$ cat config.mk
export PLATFORM = sky130hd
export DESIGN_NAME = three_lcg_combined_random_top
export DESIGN_NICKNAME = d
export VERILOG_FILES = /design/src/hw/rtl/tlcg_pkg.sv /design/src/hw/rtl/tlcg_dp.sv /design/src/hw/rtl/tlcg_ctrl.sv /design/src/hw/rtl/three_lcg_combined_random_top.sv
export SDC_FILE = /design/constraint.sdc
export NUM_CORES = 2
export LEC_CHECK = 0
export ABC_AREA = 1
export ABC_CLOCK_PERIOD_IN_PS = 8400
export BUFFER_PORTS_ARGS = -buffer_cell sky130_fd_sc_hd__buf_2
export CAP_MARGIN = 30
export CORE_MARGIN = 10
export CORE_UTILIZATION = 30
export DETAILED_ROUTE_END_ITERATION = 12
export SYNTH_ARGS = -nofsm -noshare
export SYNTH_HDL_FRONTEND = slang
export SYNTH_HIERARCHICAL = 1
export SYNTH_SLANG_ARGS = --single-unit
$ cat constraint.sdc
create_clock -name aclk -period 8.4 [get_ports aclk]
set_clock_uncertainty 0.05 [all_clocks]
set_input_delay 1.26 -clock aclk [delete_from_list [all_inputs] [get_ports aclk]]
set_output_delay 1.26 -clock aclk [all_outputs]
set_load 0.01 [all_outputs]
$ cat src/hw/rtl/tlcg_pkg.sv
// shared constants, lane tables and controller command type for the combined lcg generator
package tlcg_pkg;

    localparam int SEED_W            = 15;
    localparam int CMD_W             = 2;
    localparam int MUL_W             = 8;
    localparam int PROD_W            = 23;
    localparam int QUO_W             = 8;
    localparam int REM_W             = 16;
    localparam int WEIGHT_W          = 18;
    localparam int RECIP_W           = 18;
    localparam int SUM_W             = 32;
    localparam int NUM_LANES         = 3;
    localparam int LANE_W            = 2;
    localparam int FRACTION_BITS_DEF = 24;
    localparam int S_TDATA_W         = ((NUM_LANES * SEED_W + 7) / 8) * 8;

    localparam logic [CMD_W-1:0] CMD_LOAD_MAIN = 2'd0;
    localparam logic [CMD_W-1:0] CMD_LOAD_ALT  = 2'd1;
    localparam logic [CMD_W-1:0] CMD_DRAW_MAIN = 2'd2;
    localparam logic [CMD_W-1:0] CMD_DRAW_ALT  = 2'd3;

    localparam logic [MUL_W-1:0] MUL_FIRST  = 8'd171;
    localparam logic [MUL_W-1:0] MUL_SECOND = 8'd172;
    localparam logic [MUL_W-1:0] MUL_THIRD  = 8'd170;

    localparam logic [SEED_W-1:0] MOD_FIRST  = 15'd30269;
    localparam logic [SEED_W-1:0] MOD_SECOND = 15'd30307;
    localparam logic [SEED_W-1:0] MOD_THIRD  = 15'd30323;

    localparam logic [WEIGHT_W-1:0] WEIGHT_FIRST  = 18'd141906;
    localparam logic [WEIGHT_W-1:0] WEIGHT_SECOND = 18'd141734;
    localparam logic [WEIGHT_W-1:0] WEIGHT_THIRD  = 18'd141648;

    // floor(2^32 / modulus), quotient estimate is exact or one low
    localparam logic [RECIP_W-1:0] RECIP_FIRST  = RECIP_W'((64'd1 << SUM_W) / 64'(MOD_FIRST));
    localparam logic [RECIP_W-1:0] RECIP_SECOND = RECIP_W'((64'd1 << SUM_W) / 64'(MOD_SECOND));
    localparam logic [RECIP_W-1:0] RECIP_THIRD  = RECIP_W'((64'd1 << SUM_W) / 64'(MOD_THIRD));

    typedef struct packed {
        logic load_main;
        logic load_alt;
        logic sel_alt;
        logic mul_en;
        logic quo_en;
        logic red_en;
        logic prod_en;
        logic sum_en;
    } tlcg_cmd_t;

    function automatic logic [MUL_W-1:0] lane_mul(input logic [LANE_W-1:0] lane);
        case (lane)
            2'd0:    lane_mul = MUL_FIRST;
            2'd1:    lane_mul = MUL_SECOND;
            default: lane_mul = MUL_THIRD;
        endcase
    endfunction

    function automatic logic [SEED_W-1:0] lane_mod(input logic [LANE_W-1:0] lane);
        case (lane)
            2'd0:    lane_mod = MOD_FIRST;
            2'd1:    lane_mod = MOD_SECOND;
            default: lane_mod = MOD_THIRD;
        endcase
    endfunction

    function automatic logic [RECIP_W-1:0] lane_recip(input logic [LANE_W-1:0] lane);
        case (lane)
            2'd0:    lane_recip = RECIP_FIRST;
            2'd1:    lane_recip = RECIP_SECOND;
            default: lane_recip = RECIP_THIRD;
        endcase
    endfunction

    function automatic logic [WEIGHT_W-1:0] lane_weight(input logic [LANE_W-1:0] lane);
        case (lane)
            2'd0:    lane_weight = WEIGHT_FIRST;
            2'd1:    lane_weight = WEIGHT_SECOND;
            default: lane_weight = WEIGHT_THIRD;
        endcase
    endfunction

endpackage

$ cat src/hw/rtl/tlcg_dp.sv
// datapath: seed banks, three-lane modular update and weighted fraction sum
module tlcg_dp import tlcg_pkg::*; #(
    parameter int FRACTION_BITS = FRACTION_BITS_DEF
) (
    input  logic                     aclk,
    input  logic                     aresetn,
    input  tlcg_cmd_t                cmd,
    input  logic [SEED_W-1:0]        seed_a,
    input  logic [SEED_W-1:0]        seed_b,
    input  logic [SEED_W-1:0]        seed_c,
    output logic [FRACTION_BITS-1:0] fraction
);

    logic [SEED_W-1:0]        seed_in   [NUM_LANES];
    logic [SEED_W-1:0]        main_reg  [NUM_LANES];
    logic [SEED_W-1:0]        alt_reg   [NUM_LANES];
    logic [SEED_W-1:0]        seed_next [NUM_LANES];
    logic [PROD_W-1:0]        p_reg     [NUM_LANES];
    logic [QUO_W-1:0]         q_reg     [NUM_LANES];
    logic [SUM_W-1:0]         prod_reg  [NUM_LANES];
    logic [SUM_W-1:0]         sum_next;
    logic [FRACTION_BITS-1:0] fraction_reg;

    assign seed_in[0] = seed_a;
    assign seed_in[1] = seed_b;
    assign seed_in[2] = seed_c;

    for (genvar i = 0; i < NUM_LANES; i++) begin : g_lane
        localparam logic [LANE_W-1:0] LANE = LANE_W'(i);

        logic [SEED_W-1:0]          seed_cur;
        logic [PROD_W-1:0]          p_next;
        logic [PROD_W+RECIP_W-1:0]  q_full;
        logic [PROD_W-1:0]          qm;
        logic [PROD_W-1:0]          r_full;
        logic [REM_W-1:0]           r_est;
        logic [REM_W-1:0]           r_fix;
        logic [SEED_W+WEIGHT_W-1:0] w_full;

        assign seed_cur = cmd.sel_alt ? alt_reg[i] : main_reg[i];

        // stage 1: seed times multiplier
        assign p_next = PROD_W'(seed_cur) * PROD_W'(lane_mul(LANE));

        // stage 2: quotient estimate by reciprocal
        assign q_full = (PROD_W + RECIP_W)'(p_reg[i])
                      * (PROD_W + RECIP_W)'(lane_recip(LANE));

        // stage 3: remainder with one correction step
        assign qm     = PROD_W'(q_reg[i]) * PROD_W'(lane_mod(LANE));
        assign r_full = p_reg[i] - qm;
        assign r_est  = r_full[REM_W-1:0];
        assign r_fix  = (r_est >= REM_W'(lane_mod(LANE))) ? r_est - REM_W'(lane_mod(LANE))
                                                          : r_est;
        assign seed_next[i] = r_fix[SEED_W-1:0];

        assign w_full = (SEED_W + WEIGHT_W)'(seed_cur) * (SEED_W + WEIGHT_W)'(lane_weight(LANE));

        always_ff @(posedge aclk) begin
            if (!aresetn) begin
                main_reg[i] <= '0;
                alt_reg[i]  <= '0;
            end else begin
                if (cmd.load_main) begin
                    main_reg[i] <= seed_in[i];
                end else if (cmd.red_en && !cmd.sel_alt) begin
                    main_reg[i] <= seed_next[i];
                end
                if (cmd.load_alt) begin
                    alt_reg[i] <= seed_in[i];
                end else if (cmd.red_en && cmd.sel_alt) begin
                    alt_reg[i] <= seed_next[i];
                end
            end
        end

        always_ff @(posedge aclk) begin
            if (cmd.mul_en) begin
                p_reg[i] <= p_next;
            end
            if (cmd.quo_en) begin
                q_reg[i] <= q_full[SUM_W +: QUO_W];
            end
            if (cmd.prod_en) begin
                prod_reg[i] <= w_full[SUM_W-1:0];
            end
        end
    end

    // sum wraps at 32 bits, only the fraction is kept
    assign sum_next = prod_reg[0] + prod_reg[1] + prod_reg[2];

    always_ff @(posedge aclk) begin
        if (cmd.sum_en) begin
            fraction_reg <= sum_next[SUM_W-1 -: FRACTION_BITS];
        end
    end

    assign fraction = fraction_reg;

endmodule

$ cat src/hw/rtl/tlcg_ctrl.sv
// controller: command decode, update sequencing and output register handshake
module tlcg_ctrl import tlcg_pkg::*; (
    input  logic             aclk,
    input  logic             aresetn,
    input  logic             s_tvalid,
    output logic             s_tready,
    input  logic [CMD_W-1:0] s_cmd,
    output logic             m_tvalid,
    input  logic             m_tready,
    output tlcg_cmd_t        cmd
);

    localparam logic [2:0] ST_IDLE = 3'd0;
    localparam logic [2:0] ST_MUL  = 3'd1;
    localparam logic [2:0] ST_QUO  = 3'd2;
    localparam logic [2:0] ST_RED  = 3'd3;
    localparam logic [2:0] ST_PROD = 3'd4;
    localparam logic [2:0] ST_SUM  = 3'd5;

    logic [2:0] state_reg, state_next;
    logic       again_reg, again_next;
    logic       sel_reg, sel_next;
    logic       out_valid_reg, out_valid_next;
    logic       accept;
    logic       out_free;

    assign s_tready = (state_reg == ST_IDLE);
    assign accept   = s_tvalid && s_tready;
    assign out_free = !out_valid_reg || m_tready;
    assign m_tvalid = out_valid_reg;

    always_comb begin
        state_next    = state_reg;
        again_next    = again_reg;
        sel_next      = sel_reg;
        cmd           = '0;
        cmd.sel_alt   = sel_reg;
        case (state_reg)
            ST_IDLE: begin
                if (accept) begin
                    case (s_cmd)
                        CMD_LOAD_MAIN: begin
                            cmd.load_main = 1'b1;
                        end
                        CMD_LOAD_ALT: begin
                            cmd.load_alt = 1'b1;
                        end
                        CMD_DRAW_MAIN: begin
                            sel_next   = 1'b0;
                            again_next = 1'b1;
                            state_next = ST_MUL;
                        end
                        CMD_DRAW_ALT: begin
                            sel_next   = 1'b1;
                            again_next = 1'b0;
                            state_next = ST_MUL;
                        end
                        default: begin
                            state_next = ST_IDLE;
                        end
                    endcase
                end
            end
            ST_MUL: begin
                cmd.mul_en = 1'b1;
                state_next = ST_QUO;
            end
            ST_QUO: begin
                cmd.quo_en = 1'b1;
                state_next = ST_RED;
            end
            ST_RED: begin
                cmd.red_en = 1'b1;
                if (again_reg) begin
                    again_next = 1'b0;
                    state_next = ST_MUL;
                end else begin
                    state_next = ST_PROD;
                end
            end
            ST_PROD: begin
                cmd.prod_en = 1'b1;
                state_next  = ST_SUM;
            end
            ST_SUM: begin
                if (out_free) begin
                    cmd.sum_en = 1'b1;
                    state_next = ST_IDLE;
                end
            end
            default: begin
                state_next = ST_IDLE;
            end
        endcase
    end

    always_comb begin
        out_valid_next = out_valid_reg;
        if (cmd.sum_en) begin
            out_valid_next = 1'b1;
        end else if (m_tready) begin
            out_valid_next = 1'b0;
        end
    end

    always_ff @(posedge aclk) begin
        if (!aresetn) begin
            state_reg     <= ST_IDLE;
            again_reg     <= 1'b0;
            sel_reg       <= 1'b0;
            out_valid_reg <= 1'b0;
        end else begin
            state_reg     <= state_next;
            again_reg     <= again_next;
            sel_reg       <= sel_next;
            out_valid_reg <= out_valid_next;
        end
    end

endmodule

$ cat src/hw/rtl/three_lcg_combined_random_top.sv
// top level of the two-bank combined lcg random source
// Two independent generators, main and seeded, each with three 15-bit seeds advanced as
// 171 mod 30269, 172 mod 30307 and 170 mod 30323. A load item (cmd 0 main, cmd 1 seeded)
// gives no result. A draw returns the weighted seed sum's fraction as unsigned
// Q0.FRACTION_BITS: a seeded draw advances its seeds once before reaching the result
// register, a main draw advances them twice. The input opens again when the result is
// written to the output register. Each seed update steps all three lanes together through
// the multiply, reciprocal-quotient and reduce steps, each lane with its own arithmetic;
// the updates are followed by the weighted product and sum steps. A draw whose result
// finds the output register still occupied waits in its last cycle until that result is
// taken. A new item is accepted as soon as a result sits in the output register, even if
// not yet taken.
module three_lcg_combined_random_top import tlcg_pkg::*; #(
    parameter int FRACTION_BITS = FRACTION_BITS_DEF
) (
    input  logic                                   aclk,
    input  logic                                   aresetn,
    input  logic                                   s_tvalid,
    output logic                                   s_tready,
    input  logic [S_TDATA_W-1:0]                   s_tdata,  // seed_a, seed_b, seed_c
    input  logic [CMD_W-1:0]                       s_tuser,  // cmd
    output logic                                   m_tvalid,
    input  logic                                   m_tready,
    output logic [((FRACTION_BITS + 7) / 8) * 8-1:0] m_tdata   // fraction
);

    localparam int M_TDATA_W = ((FRACTION_BITS + 7) / 8) * 8;

    tlcg_cmd_t                cmd;
    logic [FRACTION_BITS-1:0] fraction;

    tlcg_ctrl u_ctrl (
        .aclk     (aclk),
        .aresetn  (aresetn),
        .s_tvalid (s_tvalid),
        .s_tready (s_tready),
        .s_cmd    (s_tuser),
        .m_tvalid (m_tvalid),
        .m_tready (m_tready),
        .cmd      (cmd)
    );

    tlcg_dp #(
        .FRACTION_BITS (FRACTION_BITS)
    ) u_dp (
        .aclk     (aclk),
        .aresetn  (aresetn),
        .cmd      (cmd),
        .seed_a   (s_tdata[0*SEED_W +: SEED_W]),
        .seed_b   (s_tdata[1*SEED_W +: SEED_W]),
        .seed_c   (s_tdata[2*SEED_W +: SEED_W]),
        .fraction (fraction)
    );

    assign m_tdata = M_TDATA_W'(fraction);

    // a draw keeps the input closed on the following cycle
    a_draw_busy: assert property (@(posedge aclk) disable iff (!aresetn)
        (s_tvalid && s_tready && (s_tuser == CMD_DRAW_MAIN || s_tuser == CMD_DRAW_ALT))
        |=> !s_tready)
        else $error("input open right after draw item");

    // a load never produces a result
    a_load_silent: assert property (@(posedge aclk) disable iff (!aresetn)
        (s_tvalid && s_tready && (s_tuser == CMD_LOAD_MAIN || s_tuser == CMD_LOAD_ALT))
        |=> !$rose(m_tvalid))
        else $error("result raised by load item");

    // a new result only appears while the block is busy with a draw
    a_result_from_draw: assert property (@(posedge aclk) disable iff (!aresetn)
        $rose(m_tvalid) |-> $past(!s_tready))
        else $error("result raised while idle");

endmodule
=== Word-level counts from Yosys, hierarchy flattened ===
Memories as Yosys holds them, arrays and structs flattened.
Index checks and enable logic that the tools add are counted.

* Add/sub/neg operators: 8
* Multipliers: 12
* $lt $le $gt $ge: 3
* Equal/unequal tests: 12
* Multiplexer cells: 60
* Bitwise logic cells: 12
* Reductions and logical operators: 15

{| class="wikitable"
|+ Operators by type and width
! cell !! number
|-
| two-way mux 15 bit || 18
|-
| multiplier 23 x 18 -> 40 bit (second input constant) || 2
|-
| adder 32 bit || 2
|-
| multiplier 15 x 17 -> 31 bit (second input constant) || 2
|-
| >= comparator 16 x 15 -> 1 bit (second input constant) || 3
|-
| multiplier 8 x 15 -> 16 bit (second input constant) || 3
|-
| subtractor 16 bit || 3
|-
| subtractor 15 bit (second input constant) || 3
|-
| multiplier 23 x 15 -> 37 bit (second input constant) || 1
|-
| two-way mux 1 bit || 32
|-
| multiplier 15 x 14 -> 28 bit (second input constant) || 1
|-
| multiplier 15 x 8 -> 23 bit (second input constant) || 1
|-
| multiplier 15 x 7 -> 22 bit (second input constant) || 1
|-
| multiplier 15 x 6 -> 21 bit (second input constant) || 1
|-
| case mux 3 bit (6 select lines) || 1
|-
| two-way mux 3 bit || 4
|-
| bitwise OR 1 bit || 12
|-
| AND reduction 3 bit || 3
|-
| equality test 3 x 2 -> 1 bit (second input constant) || 2
|-
| equality test 3 bit (second input constant) || 2
|-
| case mux 1 bit (2 select lines) || 3
|-
| nonzero test 2 bit || 3
|-
| equality test 2 bit (second input constant) || 2
|-
| two-way mux 2 bit || 2
|-
| other kinds (11) || 15
|}

* Register bits: 30
* Bits in writable memories: 276
* Bits of input ports: 54
* Output and inout bits: 26
* Word-level logic and storage cells: 132
* Memories: 5

{| class="wikitable"
|+ Memory list
! memory !! depth !! bits a word !! rd ports !! clocked after memory_dff !! wr ports !! RTL line !! RTL
|-
| u_dp.prod_reg || 3 || 31 || 3 || 0 || 3 || tlcg_dp.sv:20 || <nowiki>logic [SUM_W-1:0] prod_reg [NUM_LANES];</nowiki>
|-
| u_dp.p_reg || 3 || 23 || 3 || 0 || 3 || tlcg_dp.sv:18 || <nowiki>logic [PROD_W-1:0] p_reg [NUM_LANES];</nowiki>
|-
| u_dp.alt_reg || 3 || 15 || 3 || 0 || 3 || tlcg_dp.sv:16 || <nowiki>logic [SEED_W-1:0] alt_reg [NUM_LANES];</nowiki>
|-
| u_dp.main_reg || 3 || 15 || 3 || 0 || 3 || tlcg_dp.sv:15 || <nowiki>logic [SEED_W-1:0] main_reg [NUM_LANES];</nowiki>
|-
| u_dp.q_reg || 3 || 8 || 3 || 0 || 3 || tlcg_dp.sv:19 || <nowiki>logic [QUO_W-1:0] q_reg [NUM_LANES];</nowiki>
|}

=== Longest topological paths before layout ===
* Word-level depth: 9
* Gate-level depth with buffers: 29
* Depth with buffers taken out: 29

=== Hierarchy ===
Netlist, hierarchy kept.

{| class="wikitable"
|+ Modules (own cells, without submodules)
! module !! times used !! cells each !! area an instance (sq um) !! seq. area each (sq um)
|-
| tlcg_dp || 1 || 6,146 || 53,457.5 || 8,828.5
|-
| tlcg_ctrl || 1 || 51 || 347.8 || 120.1
|}

=== Worst setup path after synthesis ===
Ideal clock, no wire load.

* Kind: reg-to-reg
* From: reg u_ctrl.state_reg[0]
* To: mem u_dp.p_reg[0][0] (enable)
* Library setup time: 0.574 ns
* Arrival: 4.988 ns
* Required time: 7.776 ns
* Setup slack: 2.789 ns
* Stages on the path, launching flop included: 3
* Path buffers: 0
* Period minus slack after synthesis: 5.611 ns
* Cells stage by stage: dfxtp_1 > inv_2 > nor3_1

{| class="wikitable"
|+ RTL lines
! what !! RTL line !! RTL
|-
| from (decl) || tlcg_ctrl.sv:20 || <nowiki>logic [2:0] state_reg, state_next;</nowiki>
|-
| from (signal assigned) || tlcg_ctrl.sv:113 || <nowiki>state_reg <= state_next;</nowiki>
|-
| to (decl) || tlcg_dp.sv:18 ||
|}

==> impl_metrics.json <==
{
  "outcome": "complete, no violations",
  "drive_above_1_share_pct": 3.94,
  "synth_area_leaders": "ha_1 26%, fa_1 22%, edfxtp_1 16%, inv_1 11%, nand2_1 7.5%",
  "path_max_fanout": 21,
  "grt_pass1_vias": 41806,
  "seqCellArea_um2": 8950,
  "max_slew_margin_pct": 31.5,
  "max_stage_delay_ns": 0.56,
  "synth_fp_nets": 7975,
  "timing.fmax_ghz": 0.146,
  "drc": 0,
  "portBuffers": 76,
  "grt_pass1_wl_mm": 222,
  "synth_fa_ha_area_share_pct": 48.4,
  "pin_count": 80,
  "cp.required_ns": 8.70,
  "cpLargestDelayFamily": "adder cells",
  "fp.coreArea_um2": 178000,
  "clockRootBuffer": "clkbuf_16",
  "final_nets": 8085,
  "crit_path_top_delay_cell": "inv_1",
  "die_w_um": 444,
  "antenna_found_initial": 8,
  "synth_compound_area_share_pct": 6.55,
  "firstDrtPassIters": 5,
  "critPathLaunchType": "register",
  "clk_pin_slew_ns": 0.06,
  "drv_cap": 0,
  "grt_remaining_overflow": 0,
  "grt_use_total_pct": 13.9,
  "syn-cell-area_um2": 53800,
  "drtIter0Drc": 1907,
  "clk_latency_ns": 0.63,
  "synthXorXnorAreaFrac_pct": 3.77,
  "clockBufferDepth": 3,
  "worstPathBufferInverterCount": 7,
  "synthCells": 6197,
  "hold_class": "reg2reg",
  "detail-route-antenna-nets": 0,
  "most-common-layout-cells": "1,567 x inv_1, 1,126 x ha_1, 1,073 x nand2_1",
  "grt_max_degree": 59,
  "synth_top_family_by_area": "adder cells",
  "post_cts_buffers": 0,
  "finalCritPeriodShare_pct": 81.5,
  "cp_cell_sequence": "inv_1, buf_4, or2_2, o21ai_0, inv_1, ha_1, fa_1, inv_1, fa_1, fa_1, inv_1, fa_1, inv_1, fa_1, ha_1, nand2_1, inv_1, a21boi_0, nand3_1, a21oi_1, o21ai_0, a21oi_1, xnor2_1",
  "mostFrequentLayoutCell": "inv_1",
  "synth_top_cell_by_area": "ha_1",
  "cts-buffers-inserted": 40,
  "cts_tree": "done",
  "wl_per_cell_um": 15.6,
  "slew_violations": 0,
  "synth_seq_cells": 300,
  "ctsResizeCount": 0,
  "tightest_slew_ns": 1.02,
  "fill_cells": 18556,
  "rows": 155,
  "largest_register_ffs": 90,
  "setup_viol": 0,
  "holdBufCountCts": 0,
  "synth_cell_type_count": 54,
  "yosysSeqAreaShare_pct": 16.6,
  "wirelength_mm": 136,
  "fin_crit_ns": 6.85,
  "cts.sinks": 300,
  "syn_to_final_growth_pct": 8.72,
  "yosysWarnings": 6,
  "die_area_um2": 197000,
  "worstSetupEndpointType": "register",
  "htreeDepth": 2,
  "via_per_inst": 4.56,
  "gp_congestion": 0.896,
  "num_vias": 39623,
  "synth.top_cell.area_share_pct": 26.2,
  "synth-simple-area-share_pct": 13.3,
  "die_height_um": 444,
  "rsz0062_at_grt": "no",
  "worstPathArrival_ns": 7.15,
  "worstSetupPathType": "reg2reg",
  "hold_viol_final": 0,
  "muxShareOfSynthArea_pct": 0,
  "synth-edff-count": 294,
  "setup_tns_ns": 0,
  "avgSynthCellArea_um2": 8.68,
  "dp_hpwl_mm": 118,
  "crit_top_cell": "inv_1",
  "async_flop_share_pct": 0,
  "start_util_pct": 30.2,
  "multi_input_area_um2": 38800,
  "synthFlopType": "edfxtp_1"
}
[stage by stage]
step,std cells,setup WS [ns],util (%),hold slack [ns],area (um2)
finish,8694,1.55,32.8,0.437,58500
global route,8693,1.13,32.8,0.484,58500
CTS,8693,1.54,32.8,0.438,58500
detailed placement,8620,1.59,32.1,0.429,57200
global placement,8616,1.60,32.0,0.426,57200
floorplan,6197,2.79,-,0.371,53800
[final cells by class]
| type | instances | area share, % |
|---|---|---|
| Antenna cell | 1 | 0.00428 |
| Multi-Input combinational cell | 4285 | 66.3 |
| Inverter | 1574 | 10.1 |
| Sequential cell | 300 | 15.3 |
| Timing Repair Buffer | 106 | 1.06 |
| Clock buffer | 46 | 1.75 |
| Clock inverter | 27 | 0.421 |
| Tap cell | 2355 | 5.04 |
[cells in the mapped netlist (6+ instances only)]
library cell and number:
a211oi_1 14, a21o_1 15, a21oi_1 286, a31oi_1 31, buf_2 7, clkbuf_1 21
dfxtp_1 6, edfxtp_1 294, fa_1 598, ha_1 1126, inv_1 1567, nand2_1 1073
nand2_2 8, nand3_1 213, nand3b_1 11, nand4_1 49, nor2_1 236, nor2_2 7
nor3_1 41, nor4_1 16, o211ai_1 19, o21a_1 17, o21ai_0 174, o21ai_1 6
o21ai_2 7, o21bai_1 21, o31ai_1 9, or2_2 39, xnor2_1 58, xor2_1 170
[logic make-up after synthesis]
family / count (synthesis)
adders and majority gates: 1724
AOI/OAI and AO/OA: 625
and+or+nand+nor: 1706
DFF: 300
xor gates and xnor gates: 230
buffers and inverters: 1612
[final timing paths]
path,cells past startpoint,to,slack [ns],from
hold / removal,2,u_ctrl/again_reg,0.44,u_ctrl/again_reg
setup / recovery,23,u_dp/prod_reg[0][53],1.55,u_ctrl/sel_reg
hold reg to reg,2,u_ctrl/again_reg,0.44,u_ctrl/again_reg
setup reg to reg,23,u_dp/prod_reg[0][53],1.55,u_ctrl/sel_reg
[routing by layer]
layer	vias to the layer above	wire length, um	track usage, %
li1	19900	-	-
met1	18970	60600	17.6
met2	576	66800	24.8
met3	177	3490	0.976
met4	0	4980	4.64
met5	-	0	0
[worst register-to-register path, cell delays in order (launching register included)]
cell and delay [ns]:
dfxtp_2 0.31, inv_1 0.56, buf_4 0.39, or2_2 0.17, o21ai_0 0.25, inv_1 0.34
ha_1 0.32, fa_1 0.39, inv_1 0.11, fa_1 0.45, fa_1 0.55, inv_1 0.05
fa_1 0.36, inv_1 0.08, fa_1 0.42, ha_1 0.34, nand2_1 0.11, inv_1 0.04
a21boi_0 0.32, nand3_1 0.18, a21oi_1 0.31, o21ai_0 0.18, a21oi_1 0.20, xnor2_1 0.09
Power is left out: the tool's default activity adds up to more than one toggle a clock period on the data nets, which glitch-free logic cannot reach.
